File: config.mk
export PLATFORM = sky130hd
export DESIGN_NAME = trimmed_mean_light_filter
export DESIGN_NICKNAME = d
export VERILOG_FILES = /design/src/design/tmlf_pkg.sv /design/src/design/tmlf_window.sv /design/src/design/tmlf_reduce.sv /design/src/design/trimmed_mean_light_filter.sv
export SDC_FILE = /design/constraint.sdc
export NUM_CORES = 1
export LEC_CHECK = 0
export BUFFER_PORTS_ARGS = -buffer_cell sky130_fd_sc_hd__buf_2
export CAP_MARGIN = 0
export CORE_MARGIN = 2
export CORE_UTILIZATION = 25
export DETAILED_ROUTE_END_ITERATION = 8
export PLACE_DENSITY = 0.44
export SLEW_MARGIN = 10
export SYNTH_ARGS = -nofsm -noshare
export SYNTH_HDL_FRONTEND = slang
export SYNTH_HIERARCHICAL = 1
export SYNTH_SLANG_ARGS = --single-unit
File: constraint.sdc
create_clock -name clk -period 17.7 [get_ports clk]
set_input_delay 1.77 -clock clk [delete_from_list [all_inputs] [get_ports clk]]
set_output_delay 1.77 -clock clk [all_outputs]
set_load 0.005 [all_outputs]
File: src/design/tmlf_pkg.sv
`default_nettype none

package tmlf_pkg;

    // Sample and byte widths fixed by the converter format.
    localparam int SAMPLE_W = 16;
    localparam int BYTE_W   = 8;

    // Default window depth and the ceiling value after reset.
    localparam int                  WINDOW_DEPTH_DEFAULT = 6;
    localparam logic [SAMPLE_W-1:0] CEILING_RESET        = 16'd65528;

    // One accepted input item after unpacking.
    typedef struct packed {
        logic [SAMPLE_W-1:0] sample;
        logic                restart;
    } tmlf_item_t;

endpackage

`default_nettype wire

File: src/design/tmlf_window.sv
`default_nettype none

module tmlf_window
    import tmlf_pkg::*;
#(
    parameter int WINDOW_DEPTH = WINDOW_DEPTH_DEFAULT
)
(
    input  wire logic                                    clk,
    input  wire logic                                    rst_n,
    input  wire logic                                    load,
    input  wire tmlf_item_t                              item,
    output logic       [WINDOW_DEPTH-1:0][SAMPLE_W-1:0]  window_next
);

    localparam int POS_W = $clog2(WINDOW_DEPTH);

    logic [WINDOW_DEPTH-1:0][SAMPLE_W-1:0] window_reg;
    logic [POS_W-1:0]                      pos_reg;
    logic [POS_W-1:0]                      pos_next;
    logic                                  primed_reg;
    logic                                  refill;

    // A restart, or the first sample after reset, floods every slot.
    assign refill = item.restart || !primed_reg;

    always_comb
    begin
        for (int i = 0; i < WINDOW_DEPTH; i++)
        begin
            if (refill || (pos_reg == POS_W'(i)))
            begin
                window_next[i] = item.sample;
            end
            else
            begin
                window_next[i] = window_reg[i];
            end
        end
        pos_next = (pos_reg == POS_W'(WINDOW_DEPTH - 1)) ? '0 : pos_reg + POS_W'(1);
    end

    always_ff @(posedge clk or negedge rst_n)
    begin
        if (!rst_n)
        begin
            window_reg <= '0;
            pos_reg    <= '0;
            primed_reg <= 1'b0;
        end
        else if (load)
        begin
            window_reg <= window_next;
            pos_reg    <= pos_next;
            primed_reg <= 1'b1;
        end
    end

    a_pos_in_range: assert property (@(posedge clk) disable iff (!rst_n)
        pos_reg <= POS_W'(WINDOW_DEPTH - 1))
        else $error("write position left the window");

    a_primed_after_load: assert property (@(posedge clk) disable iff (!rst_n)
        load |=> primed_reg)
        else $error("window not primed after a sample");

endmodule

`default_nettype wire

File: src/design/tmlf_reduce.sv
`default_nettype none

module tmlf_reduce
    import tmlf_pkg::*;
#(
    parameter int WINDOW_DEPTH = WINDOW_DEPTH_DEFAULT
)
(
    input  wire logic [WINDOW_DEPTH-1:0][SAMPLE_W-1:0] window,
    input  wire logic [SAMPLE_W-1:0]                   ceiling,
    output logic      [SAMPLE_W-1:0]                   level
);

    localparam int SUM_W   = SAMPLE_W + $clog2(WINDOW_DEPTH);
    localparam int DIVISOR = WINDOW_DEPTH - 2;
    // Reciprocal with enough fraction bits that the truncated product is
    // the exact quotient for every possible trimmed sum.
    localparam int SHIFT   = SUM_W + $clog2(DIVISOR);
    localparam int MUL_W   = SHIFT + 1;
    localparam int PROD_W  = SUM_W + MUL_W;
    localparam longint unsigned RECIP = ((64'd1 << SHIFT) + DIVISOR - 1) / DIVISOR;

    logic [SUM_W-1:0]    total;
    logic [SAMPLE_W-1:0] hi;
    logic [SAMPLE_W-1:0] lo;
    logic [SUM_W-1:0]    trimmed;
    logic [PROD_W-1:0]   product;
    logic [SAMPLE_W-1:0] quotient;

    always_comb
    begin
        total = '0;
        hi    = window[0];
        lo    = window[0];
        for (int i = 0; i < WINDOW_DEPTH; i++)
        begin
            total = total + SUM_W'(window[i]);
            if (window[i] > hi)
            begin
                hi = window[i];
            end
            if (window[i] < lo)
            begin
                lo = window[i];
            end
        end
        trimmed  = total - SUM_W'(hi) - SUM_W'(lo);
        product  = PROD_W'(trimmed) * PROD_W'(MUL_W'(RECIP));
        quotient = product[SHIFT +: SAMPLE_W];
        level    = (quotient > ceiling) ? ceiling : quotient;
    end

endmodule

`default_nettype wire

File: src/design/trimmed_mean_light_filter.sv
// Channel  Direction  Payload                                       Transaction when
// s_*      in         tdata: sample_low [7:0], sample_high [15:8]   s_tvalid && s_tready
//                     tuser: restart [0]
// m_*      out        tdata: filtered_level [15:0]                  m_tvalid && m_tready
// cfg_*    in         data: output_ceiling [15:0]                   cfg_valid && cfg_ready
//
// An accepted sample waits in the input register while the window update and trimmed-mean
// logic run, and the result register loads at the next edge on which it is empty or being
// drained: m_tvalid rises as it loads, and the output transaction comes at a later edge.
// One sample per clock is sustained while the output side keeps up.
// Reset clears the window, the write position, the primed flag and both valid flags, and loads
// the ceiling default. A stalled output holds its result and back-pressure reaches s_tready.

`default_nettype none

module trimmed_mean_light_filter
    import tmlf_pkg::*;
#(
    parameter int WINDOW_DEPTH = WINDOW_DEPTH_DEFAULT
)
(
    input  wire logic                clk,
    input  wire logic                rst_n,
    // Input stream.
    input  wire logic                s_tvalid,
    output logic                     s_tready,
    input  wire logic [15:0]         s_tdata,   // sample_low [7:0], sample_high [15:8]
    input  wire logic [0:0]          s_tuser,   // restart [0]
    // Result stream.
    output logic                     m_tvalid,
    input  wire logic                m_tready,
    output logic      [15:0]         m_tdata,   // filtered_level [15:0]
    // Ceiling register write channel.
    input  wire logic                cfg_valid,
    output logic                     cfg_ready,
    input  wire logic [SAMPLE_W-1:0] cfg_data
);

    tmlf_item_t                            item_reg;
    logic                                  in_valid_reg;
    logic [SAMPLE_W-1:0]                   out_data_reg;
    logic [SAMPLE_W-1:0]                   out_data_next;
    logic                                  out_valid_reg;
    logic [SAMPLE_W-1:0]                   ceiling_reg;
    logic                                  advance;
    logic                                  fire;
    logic [WINDOW_DEPTH-1:0][SAMPLE_W-1:0] window_next;

    // The result register can take a new value when it is empty or is being
    // drained this cycle; the input register moves on under the same terms.
    assign advance  = !out_valid_reg || m_tready;
    assign fire     = in_valid_reg && advance;
    assign s_tready = !in_valid_reg || advance;
    assign cfg_ready = 1'b1;

    assign m_tvalid = out_valid_reg;
    assign m_tdata  = out_data_reg;

    always_ff @(posedge clk or negedge rst_n)
    begin
        if (!rst_n)
        begin
            in_valid_reg <= 1'b0;
        end
        else if (s_tready)
        begin
            in_valid_reg <= s_tvalid;
        end
    end

    always_ff @(posedge clk)
    begin
        if (s_tvalid && s_tready)
        begin
            item_reg.sample  <= {s_tdata[2*BYTE_W-1:BYTE_W], s_tdata[BYTE_W-1:0]};
            item_reg.restart <= s_tuser[0];
        end
    end

    always_ff @(posedge clk or negedge rst_n)
    begin
        if (!rst_n)
        begin
            ceiling_reg <= CEILING_RESET;
        end
        else if (cfg_valid && cfg_ready)
        begin
            ceiling_reg <= cfg_data;
        end
    end

    // Window storage: updated once per sample, and its post-update contents
    // feed the reduction in the same cycle.
    tmlf_window #(
        .WINDOW_DEPTH (WINDOW_DEPTH)
    ) u_window (
        .clk         (clk),
        .rst_n       (rst_n),
        .load        (fire),
        .item        (item_reg),
        .window_next (window_next)
    );

    tmlf_reduce #(
        .WINDOW_DEPTH (WINDOW_DEPTH)
    ) u_reduce (
        .window  (window_next),
        .ceiling (ceiling_reg),
        .level   (out_data_next)
    );

    always_ff @(posedge clk or negedge rst_n)
    begin
        if (!rst_n)
        begin
            out_valid_reg <= 1'b0;
        end
        else if (advance)
        begin
            out_valid_reg <= in_valid_reg;
        end
    end

    always_ff @(posedge clk)
    begin
        if (fire)
        begin
            out_data_reg <= out_data_next;
        end
    end

    a_fire_gives_result: assert property (@(posedge clk) disable iff (!rst_n)
        fire |=> out_valid_reg)
        else $error("processed sample produced no result");

    a_result_under_ceiling: assert property (@(posedge clk) disable iff (!rst_n)
        (out_valid_reg && $past(fire)) |-> (out_data_reg <= $past(ceiling_reg)))
        else $error("result above ceiling");

    a_empty_input_ready: assert property (@(posedge clk) disable iff (!rst_n)
        !in_valid_reg |-> s_tready)
        else $error("empty input register refused a sample");

endmodule

`default_nettype wire

==> results of run 1 <==
## synthesized netlist by cell type, types with 21 or more instances
cell type / number / area (sq um)
dfrtp_1: 105 / 2630
mux2i_1: 65 / 651
inv_1: 235 / 882
a21oi_1: 64 / 320
mux2_2: 243 / 2740
nand2_1: 52 / 195
clkbuf_1: 28 / 105
edfxtp_1: 33 / 991
a21o_1: 46 / 345
nand4_1: 27 / 169
nor2_1: 55 / 206
mux2_4: 21 / 315
ha_1: 169 / 2110
o21ai_0: 50 / 250
fa_1: 95 / 1900
## timing repair
| action | in CTS | in global routing |
|---|---|---|
| endpoints found under the setup margin | 16 | 16 |
| setup buffers | 35 | 41 |
| gates cloned | 1 | 2 |
| gates resized for setup | 88 | 159 |
| pin swaps | 36 | 103 |
| hold endpoints to repair | 0 | 0 |
## through the flow
stage	std cells	hold WS (ns)	setup TNS, ns	instance area (sq um)	setup slack [ns]
final	2824	0.487	-1.12	22000	-0.144
after global routing	2824	0.515	-12.36	22000	-0.853
after global placement	2718	0.464	-23.51	19600	-1.57
after floorplan	1542	0.449	0	16100	0.00139
after detailed placement	2718	0.476	-24.65	19600	-1.60
after CTS	2786	0.493	-0.544	20900	-0.122
## cell families after synthesis
group                    share of synthesized area
buffers and inverters                       0.0779
adder cells (fa/ha/maj)                      0.252
other                                     0.000234
multiplexers                                 0.231
AO/OA/AOI/OAI                                0.113
XOR/XNOR                                   0.00546
flip-flops                                   0.247
AND/OR/NAND/NOR                             0.0731
## worst max-delay path: cells and delay by family (launching register included)
kind / cells / cell delay, ns
AOI/OAI and AO/OA: 39 / 6.08
adders and majority gates: 11 / 4.11
and+or+nand+nor: 15 / 3.17
buffers and inverters: 15 / 2.15
muxes: 5 / 1.50
DFF: 1 / 0.41
xor gates and xnor gates: 1 / 0.23
## metal layers
layer / up-vias / GRT usage / wire, um / share of wire
met4: 2 / 0.0581 / 1680 / 0.029
met2: 201 / 0.288 / 27300 / 0.48
met1: 6578 / 0.224 / 26400 / 0.46
li1: 6249 / - / - / -
met3: 84 / 0.0312 / 1650 / 0.029
met5: - / 0 / 13 / 0.00023
## worst max path at each step
stage                     cells after the start                       startpoint                     to
after floorplan                              88  u_window/pos_reg[1]$_DFFE_PN0P_  m_tdata[10]$_DFFE_PP_
after global placement                       87  u_window/pos_reg[1]$_DFFE_PN0P_  m_tdata[14]$_DFFE_PP_
after detailed placement                     87  u_window/pos_reg[1]$_DFFE_PN0P_  m_tdata[14]$_DFFE_PP_
after CTS                                    87  u_window/pos_reg[2]$_DFFE_PN0P_  m_tdata[14]$_DFFE_PP_
after global routing                         94  u_window/pos_reg[1]$_DFFE_PN0P_  m_tdata[14]$_DFFE_PP_
final                                        86  u_window/pos_reg[1]$_DFFE_PN0P_  m_tdata[14]$_DFFE_PP_
## final cells by class
class	instances	area [sq um]	share of cell area
clock buffers	20	458	0.0209
clock inverters	12	129	0.00587
inverters	235	890	0.0405
multi-input cells	1098	11900	0.542
flip-flops and latches	151	3960	0.180
well taps	846	1060	0.0482
repair buffers	462	3550	0.162
==> results.md, run 1 <==
* Outcome: finished with violations
* Violated checks: negative setup slack
* Reg2reg end: m_tdata[14]$_DFFE_PP_
* Number of detailed-route iterations in the first pass at 5
* CP Launch Type: register
* Initial antenna violation count at 1
* Clock latency at the later pin of the worst-skew pair at 0.51 ns
* First-pass GRT wire length at 84.9 mm
* Final #Nets at 2,267
* Initial Util at 0.254
* Post-synthesis cell area at 0.0160 sq mm
* DR vias/cell at 4.64
* ANT cells at 0
* Final clock skew at 0.0172 ns
* GR Overflow Total at 0
* Drt initial violations at 769
* Critical Path AT at 18.22 ns
* Largest register FFs at 96
* Worst hold start: in_valid_reg$_DFFE_PN0P_
* Number of hold buffers added after CTS at 0
* Synth Flop Type: dfrtp_1
* Most frequent cells in the layout: buf_4 (376), inv_1 (226), mux2_2 (225)
* Largest net degree at the start of global routing at 53
* Final wirelength at 57.0 mm
* Root Buffer: clkbuf_16
* Worst path max stage delay at 0.57 ns
* Post-layout min period at 17.84 ns
* GPL Wtd Cong at 0.940
* Max Freq at 56.0 MHz
* DRC viols at 0
* Hold path cells at 1
* Setup crit end kind: register
* Share of layout cells above drive strength 1 at 0.480
* Kind of critical path: reg2reg
* GRT Overall Usage at 0.173
* Clock-pin slew of the registers on the worst-case setup and hold paths at 0.07 ns
* HP Class: reg2reg
* Max-cap violations at 0
* Die area at 0.0662 sq mm
* I/O pin count at 57
* Final Setup Violations at 15
* CORE AREA at 0.0632 sq mm
* Clock tree sinks at 151
* Reg2reg path depth at 86
* Wire length per cell at 20.2 um
* Die Y at 257 um
* Reg2reg setup slack at -0.14 ns
* Yosys reg bits at 151
* Worst relative slew slack at 0.184
* Register area share after synthesis at 0.247
* CTS HTree Levels at 4
* Area Overhead vs Synth at 36.9%
* Die X at 257 um
* Fillers at 6,394
* Cell variety after synth at 79
* Most used cell, CP: buf_4
* PortBufs at 55
* Clock buffer depth at 2
* Final ANT Viol Nets at 0
* Fraction of registers with async set/reset at 0.781
* Unrepaired setup endpoints after global routing: true
* Crit-path slowest cell: fa_1
* Syn avg cell area at 10.4 sq um
* Setup ws final at -0.144 ns
* Vias in the first global route at 13,800
* EDFF count, synth at 33
* WP data required at 18.07 ns
* Hold EP: m_tvalid$_DFFE_PN0P_
* Hpwl dp at 46.0 mm
* Final Hold Vio Count at 0
* Most common cell after layout, fill and taps aside: buf_4
* Vias at 13,100
* Actual slew at the worst max-slew pin at 1.22 ns
* Pins Over Slew Limit at 0
* R2r startpoint: u_window/pos_reg[1]$_DFFE_PN0P_
* TritonCTS Buffers at 17
* Final Cycle Share at 1.01
* Post-layout util at 0.347
* Number of placement rows at 92
* Syn Inst Count at 1,542
* CP max FO at 7
* Synth Warn # at 6
* Synth Net Count at 1,844
* CTS tree: built
Power of run 1 is not shown: default switching activity piles up to over one toggle a cycle in this logic, so the estimate is an artifact.
==> run 2: changes to the inputs <==
--- a/config.mk
+++ b/config.mk
@@ -14,5 +14,4 @@
 export SLEW_MARGIN = 10
 export SYNTH_ARGS = -nofsm -noshare
 export SYNTH_HDL_FRONTEND = slang
-export SYNTH_HIERARCHICAL = 1
 export SYNTH_SLANG_ARGS = --single-unit
==> run 2 against run 1 <==
  * The flow now finishes without violations
  * Maximum frequency is 2.6% higher
  * Via count is 2.1% lower
  * Hold slack got worse by 0.012 ns
  * Core utilization is 0.86 points lower
  * Routed wire length down 11%
  * Setup slack better by 0.45 ns
  * Critical path depth is 1 higher
  * Count of clock-buffer cells in the layout increased by 1
  * Largest cell class unchanged
==> results.md, run 2 <==
* Synth Warn # at 0 (was 6)
* First-pass GRT wire length at 76.8 mm (was 84.9 mm)
* Cell variety after synth at 75 (was 79)
* Largest register FFs at 96 (unchanged)
* GPL Wtd Cong at 0.892 (was 0.940)
* Yosys reg bits at 151 (unchanged)
* Synth Flop Type: dfrtp_1 (unchanged)
* Number of detailed-route iterations in the first pass at 5 (unchanged)
* Clock-pin slew of the registers on the worst-case setup and hold paths at 0.07 ns (about the same)
* Fraction of registers with async set/reset at 0.781 (unchanged)
* Post-synthesis cell area at 0.0155 sq mm (was 0.0160 sq mm)
* Initial Util at 0.252 (was 0.254)
* Share of the synthesized area in the top cell type at 0.170 (was 0.171)
* Most used cell, CP: a21oi_2 (was buf_4)
* R2r startpoint: item_reg[0]$_DFFE_PP_ (was u_window/pos_reg[1]$_DFFE_PN0P_)
* Wire length per cell at 18.3 um (was 20.2 um)
* TritonCTS Buffers at 17 (unchanged)
* Non-filler instance count after layout at 2,794 (was 2,824)
* DR vias/cell at 4.60 (was 4.64)
* Worst relative slew slack at 0.173 (was 0.184)
* CP max FO at 8 (was 7)
* Clock buffer depth at 2 (unchanged)
* Reg2reg setup slack at 0.30 ns (was -0.14 ns)
* Hold path cells at 2 (was 1)
* Most frequent cells in the layout: buf_4 (277), inv_1 (232), nand2_1 (174) (was buf_4 (376), inv_1 (226), mux2_2 (225))
* Critical Path AT at 17.62 ns (was 18.22 ns)
* Final clock skew at 0.0137 ns (was 0.0172 ns)
* Area Overhead vs Synth at 34.6% (was 36.9%)
* Syn avg cell area at 9.29 sq um (was 10.4 sq um)
* Fillers at 6,367 (was 6,394)
* Register area share after synthesis at 0.256 (was 0.247)
* Outcome: finished clean (was finished with violations)
* Actual slew at the worst max-slew pin at 1.23 ns (was 1.22 ns)
* CP Launch Type: register (unchanged)
* Final Setup Violations at 0 (was 15)
* CTS HTree Levels at 4 (unchanged)
* I/O pin count at 57 (unchanged)
* Crit-path slowest cell: or4b_4 (was fa_1)
* Footprint of the multi-input gates at 0.0116 sq mm (was 0.0119 sq mm)
* Hold EP: u_window.window_reg[79]$_DFFE_PN0P_ (was m_tvalid$_DFFE_PN0P_)
* Clock tree sinks at 151 (unchanged)
* Drt initial violations at 609 (was 769)
* Pins Over Slew Limit at 0 (unchanged)
* Post-layout min period at 17.40 ns (was 17.84 ns)
* Max-cap violations at 0 (unchanged)
* Top cells by count, synth: inv_1 (242), ha_1 (188), nand2_1 (180), o21ai_0 (180), mux2i_1 (132) (was mux2_2 (243), inv_1 (235), ha_1 (169))
* Number of hold buffers added after CTS at 0 (unchanged)
* Final Hold Vio Count at 0 (unchanged)
* Post-layout util at 0.339 (was 0.347)
* Most common cell after layout, fill and taps aside: buf_4 (unchanged)
* Synth Net Count at 1,970 (was 1,844)
* EDFF count, synth at 33 (unchanged)
* PortBufs at 55 (unchanged)
* Reg2reg path depth at 87 (was 86)
* Die area at 0.0639 sq mm (was 0.0662 sq mm)
* Setup crit end kind: register (unchanged)
* Clock latency at the later pin of the worst-skew pair at 0.47 ns (was 0.51 ns)
* Largest net degree at the start of global routing at 75 (was 53)
* Syn Inst Count at 1,665 (was 1,542)
* GR Overflow Total at 0 (unchanged)
* WP data required at 17.93 ns (was 18.07 ns)
* Final Cycle Share at 0.983 (was 1.01)
* ANT cells at 0 (unchanged)
* DP Cell Count at 2,718 (unchanged)
* Kind of critical path: reg2reg (unchanged)
* Root Buffer: clkbuf_16 (unchanged)
* Dominant cell type by area after synthesis: dfrtp_1 (was mux2_2)
* GRT Overall Usage at 0.160 (was 0.173)
* Max Freq at 57.5 MHz (was 56.0 MHz)
* Worst hold start: u_window.window_reg[79]$_DFFE_PN0P_ (was in_valid_reg$_DFFE_PN0P_)
* Most frequent cell after synthesis: inv_1 (was mux2_2)
* Final ANT Viol Nets at 0 (unchanged)
* Largest cells by area after synthesis: dfrtp_1 (17%), ha_1 (15%), fa_1 (10%) (was mux2_2 (17%), dfrtp_1 (16%), ha_1 (13%))
* Initial antenna violation count at 0 (was 1)
* Final #Nets at 2,297 (was 2,267)
* Reg area at 0.00396 sq mm (unchanged)
* Share of layout cells above drive strength 1 at 0.336 (was 0.480)
* Reg2reg end: m_tdata[10]$_DFFE_PP_ (was m_tdata[14]$_DFFE_PP_)
* Vias at 12,800 (was 13,100)
* Vias in the first global route at 13,200 (was 13,800)
* Number of placement rows at 91 (was 92)
* Final wirelength at 51.0 mm (was 57.0 mm)
* Worst path max stage delay at 0.52 ns (was 0.57 ns)
* HP Class: reg2reg (unchanged)
* CORE AREA at 0.0615 sq mm (was 0.0632 sq mm)
* Hpwl dp at 40.4 mm (was 46.0 mm)
* DRC viols at 0 (unchanged)
* CTS tree: built (unchanged)
* Die Y at 253 um (was 257 um)
* Die X at 253 um (was 257 um)
* Unrepaired setup endpoints after global routing: true (unchanged)
run 2: cell types whose count changed after synthesis, sizes merged, moves of 11 or more:
cell and change:
ha +19, o21ai +125, fa -16, a21oi +11, mux2i +67, clkbuf +12, nand2 +128, a22oi -12
buf -20, mux2 -162, o21ba -12, a21o -12, nor2 -25
run 2: final cells by class:
class,instances,share of cell area
multi-input cells,1220,0.558
clock buffers,21,0.0226
clock inverters,10,0.00462
inverters,244,0.0440
flip-flops and latches,151,0.190
repair buffers,358,0.134
well taps,790,0.0474
run 2: cells by family (layout without fill, tap and decap cells):
kind of cell               Yosys count  count (layout)  share of synthesized area
other                                1               1                   0.000242
xor gates and xnor gates            26              26                     0.0147
AOI/OAI and AO/OA                  360             360                      0.138
and+or+nand+nor                    332             332                      0.101
buffers and inverters              294             633                     0.0737
DFF                                151             151                      0.256
muxes                              234             234                      0.162
adders and majority gates          267             267                      0.254
run 2: worst max-delay path: cells and delay by family, from the launching register on:
kind                       cells  cell delay, ns
buffers and inverters         13            1.73
adders and majority gates     11            3.94
and+or+nand+nor               15            2.90
muxes                          6            1.80
DFF                            1            0.38
xor gates and xnor gates       1            0.19
AOI/OAI and AO/OA             41            6.14
run 2: how the worst max path moves through the flow:
stage / start / endpoint / slack [ns] / cells past startpoint
floorplan: item_reg[0]$_DFFE_PP_ / m_tdata[10]$_DFFE_PP_ / 0.02 / 83
global placement: item_reg[0]$_DFFE_PP_ / m_tdata[1]$_DFFE_PP_ / -0.52 / 82
detailed placement: item_reg[0]$_DFFE_PP_ / m_tdata[12]$_DFFE_PP_ / -0.69 / 82
CTS: u_window.pos_reg[2]$_DFFE_PN0P_ / m_tdata[1]$_DFFE_PP_ / 0.004 / 91
global route: item_reg[0]$_DFFE_PP_ / m_tdata[15]$_DFFE_PP_ / -0.43 / 87
finish: item_reg[0]$_DFFE_PP_ / m_tdata[10]$_DFFE_PP_ / 0.30 / 87
run 2: stage by stage:
stage / area (sq um) / setup TNS, ns / hold slack, ns / setup slack [ns]
4_1_cts: 19400 / 0 / 0.477 / 0.00366
2_1_floorplan: 15600 / 0 / 0.440 / 0.0244
5_1_grt: 20800 / -6.54 / 0.504 / -0.434
3_3_place_gp: 18600 / -8.36 / 0.456 / -0.525
3_5_place_dp: 18600 / -11.02 / 0.460 / -0.692
6_report: 20800 / 0 / 0.475 / 0.305
run 2: repair_timing:
action,4_1_cts,5_1_grt
pin swaps,26,95
gates cloned,2,4
endpoints found under the hold margin,0,0
setup buffers,5,35
gates resized for setup,49,226
endpoints found under the setup margin,16,16
run 2: per-layer routing:
layer  global-route usage  wire, um
met5                    0         0
met4               0.0463      1020
met3               0.0185       747
met2                0.291     26600
met1                0.196     22600
Power of run 2 is left out for the same reason.
==> run 3: changes to the inputs <==
--- a/config.mk
+++ b/config.mk
@@ -10,6 +10,7 @@
 export CORE_MARGIN = 2
 export CORE_UTILIZATION = 25
 export DETAILED_ROUTE_END_ITERATION = 8
+export MAX_ROUTING_LAYER = met4
 export PLACE_DENSITY = 0.44
 export SLEW_MARGIN = 10
 export SYNTH_ARGS = -nofsm -noshare
==> run 3 against run 2 <==
  * Setup slack got worse by 0.12 ns
  * Critical path depth is 3 lower
  * Maximum frequency down 0.68%
  * Core utilization fell by 0.40 points
  * Register-to-register slack worse by 0.12 ns
  * Die area unchanged
  * First-iteration DRC count decreased by 10%
  * Largest cell class unchanged
  * Sequential share of layout area up 0.23 points
  * Global-route usage up 0.80 points
  * Cell area down 1.2%
  * Hold slack worse by 0.0013 ns
==> results.md, run 3 (synthesized netlist as in run 2, its figures left out) <==
* CORE AREA at 0.0615 sq mm (unchanged)
* Final clock skew at 0.0198 ns (was 0.0137 ns)
* Setup ws final at 0.185 ns (was 0.305 ns)
* DP Cell Count at 2,732 (was 2,718)
* Non-filler instance count after layout at 2,807 (was 2,794)
* Kind of critical path: reg2reg (unchanged)
* Clock-pin slew of the registers on the worst-case setup and hold paths at 0.07 ns (about the same)
* Post-layout min period at 17.51 ns (was 17.40 ns)
* Vias at 12,800 (about the same)
* Worst hold start: u_window.window_reg[47]$_DFFE_PN0P_ (was u_window.window_reg[79]$_DFFE_PN0P_)
* CTS tree: built (unchanged)
* WP data required at 17.95 ns (was 17.93 ns)
* PortBufs at 55 (unchanged)
* Number of placement rows at 91 (unchanged)
* Share of layout cells above drive strength 1 at 0.324 (was 0.336)
* Most frequent cells in the layout: buf_4 (293), inv_1 (240), nand2_1 (178) (was buf_4 (277), inv_1 (232), nand2_1 (174))
* Worst hold margin at 0.474 ns (was 0.475 ns)
* I/O pin count at 57 (unchanged)
* Final ANT Viol Nets at 0 (unchanged)
* CP Launch Type: register (unchanged)
* Actual slew at the worst max-slew pin at 1.16 ns (was 1.23 ns)
* Outcome: finished clean (unchanged)
* Final Hold Vio Count at 0 (unchanged)
* Most Crowded Layer GR: met2 (unchanged)
* Die Y at 253 um (unchanged)
* GPL Wtd Cong at 0.879 (was 0.892)
* HP Class: reg2reg (unchanged)
* Final Cycle Share at 0.990 (was 0.983)
* Largest register FFs at 96 (unchanged)
* Critical Path AT at 17.76 ns (was 17.62 ns)
* Wire length per cell at 18.0 um (was 18.3 um)
* DR vias/cell at 4.57 (was 4.60)
* Most common cell after layout, fill and taps aside: buf_4 (unchanged)
* Final Setup Violations at 0 (unchanged)
* Final #Nets at 2,310 (was 2,297)
* Final wirelength at 50.5 mm (was 51.0 mm)
* GRT Overall Usage at 0.168 (was 0.160)
* CTS HTree Levels at 4 (unchanged)
* Vias in the first global route at 13,400 (was 13,200)
* Clock tree sinks at 151 (unchanged)
* Hpwl dp at 40.4 mm (about the same)
* First-pass GRT wire length at 78.0 mm (was 76.8 mm)
* Largest net degree at the start of global routing at 73 (was 75)
* DRC viols at 0 (unchanged)
* Post-layout util at 0.335 (was 0.339)
* Initial Util at 0.252 (unchanged)
* Number of detailed-route iterations in the first pass at 4 (was 5)
* Initial antenna violation count at 1 (was 0)
* Root Buffer: clkbuf_16 (unchanged)
* Die area at 0.0639 sq mm (unchanged)
* Grt met3 use at 0.0235 (was 0.0185)
* Worst relative slew slack at 0.220 (was 0.173)
* Max-cap violations at 0 (unchanged)
* Area Overhead vs Synth at 33.0% (was 34.6%)
* Setup crit end kind: register (unchanged)
* Most used cell, CP: a21oi_2 (unchanged)
* GRT met1 Usage at 0.199 (was 0.196)
* Die X at 253 um (unchanged)
* Pins Over Slew Limit at 0 (unchanged)
* TritonCTS Buffers at 17 (unchanged)
* GR Overflow Total at 0 (unchanged)
* ANT cells at 0 (unchanged)
* Crit-path slowest cell: fa_1 (was or4b_4)
* Unrepaired setup endpoints after global routing: true (unchanged)
* Setup WS pre-CTS at -0.776 ns (was -0.692 ns)
* Max Freq at 57.1 MHz (was 57.5 MHz)
* Clock buffer depth at 2 (unchanged)
* Clock latency at the later pin of the worst-skew pair at 0.50 ns (was 0.47 ns)
* Worst path max stage delay at 0.56 ns (was 0.52 ns)
* Met2 capacity usage during global routing at 0.288 (was 0.291)
* Fillers at 6,353 (was 6,367)
* Drt initial violations at 546 (was 609)
* CP max FO at 8 (unchanged)
* Critical Path Start: item_reg[0]$_DFFE_PP_ (unchanged)
* R2r startpoint: item_reg[0]$_DFFE_PP_ (unchanged)
run 3: worst max-delay path, delay by kind of cell (launching register included):
family / cells / cell delay, ns
flip-flops: 1 / 0.39
multiplexers: 6 / 1.95
AO/OA/AOI/OAI: 35 / 5.16
adder cells (fa/ha/maj): 11 / 4.05
XOR/XNOR: 1 / 0.17
buffers and inverters: 10 / 1.64
AND/OR/NAND/NOR: 21 / 3.86
run 3: per-stage QoR:
stage | setup TNS (ns) | instance area (sq um)
after floorplan | 0 | 15600
after global placement | -10.17 | 18700
after detailed placement | -12.25 | 18700
after CTS | 0 | 19900
after global routing | -10.13 | 20600
final | 0 | 20600
run 3: cell type report:
| class | count | area, sq um | area share |
|---|---|---|---|
| Timing Repair Buffer | 371 | 2830 | 0.137 |
| Clock buffer | 19 | 453 | 0.0220 |
| Tap cell | 790 | 988 | 0.0480 |
| Inverter | 244 | 916 | 0.0445 |
| Clock inverter | 12 | 115 | 0.00559 |
| Multi-Input combinational cell | 1220 | 11300 | 0.550 |
| Sequential cell | 151 | 3960 | 0.192 |
run 3: what timing repair did:
action / 4_1_cts / 5_1_grt
cloned: 3 / 2
resized for setup: 86 / 111
hold buffers: 0 / 0
setup endpoints to repair: 16 / 16
setup buffers: 31 / 8
pin swaps: 43 / 57
endpoints found under the hold margin: 0 / 0
run 3: path summary, 6_finish.rpt:
| check | endpoint | slack (ns) | cells after the start |
|---|---|---|---|
| max in group asynchronous | ceiling_reg[2]$_DFFE_PN0P_ | 15.08 | 2 |
| min in group asynchronous | u_window.window_reg[3]$_DFFE_PN0P_ | 1.26 | 1 |
| setup / recovery | m_tdata[6]$_DFFE_PP_ | 0.19 | 84 |
| setup reg to reg | m_tdata[6]$_DFFE_PP_ | 0.19 | 84 |
| hold reg to reg | u_window.window_reg[47]$_DFFE_PN0P_ | 0.47 | 2 |
| hold / removal | u_window.window_reg[47]$_DFFE_PN0P_ | 0.47 | 2 |
run 3: routing by layer:
metal,wire (um),vias up,share of wire
met5,0,-,0
met4,1340,0,0.026
met3,1120,41,0.022
met2,25700,124,0.51
met1,22400,6232,0.44
li1,-,6417,-
Power of run 3 is left out for the same reason.
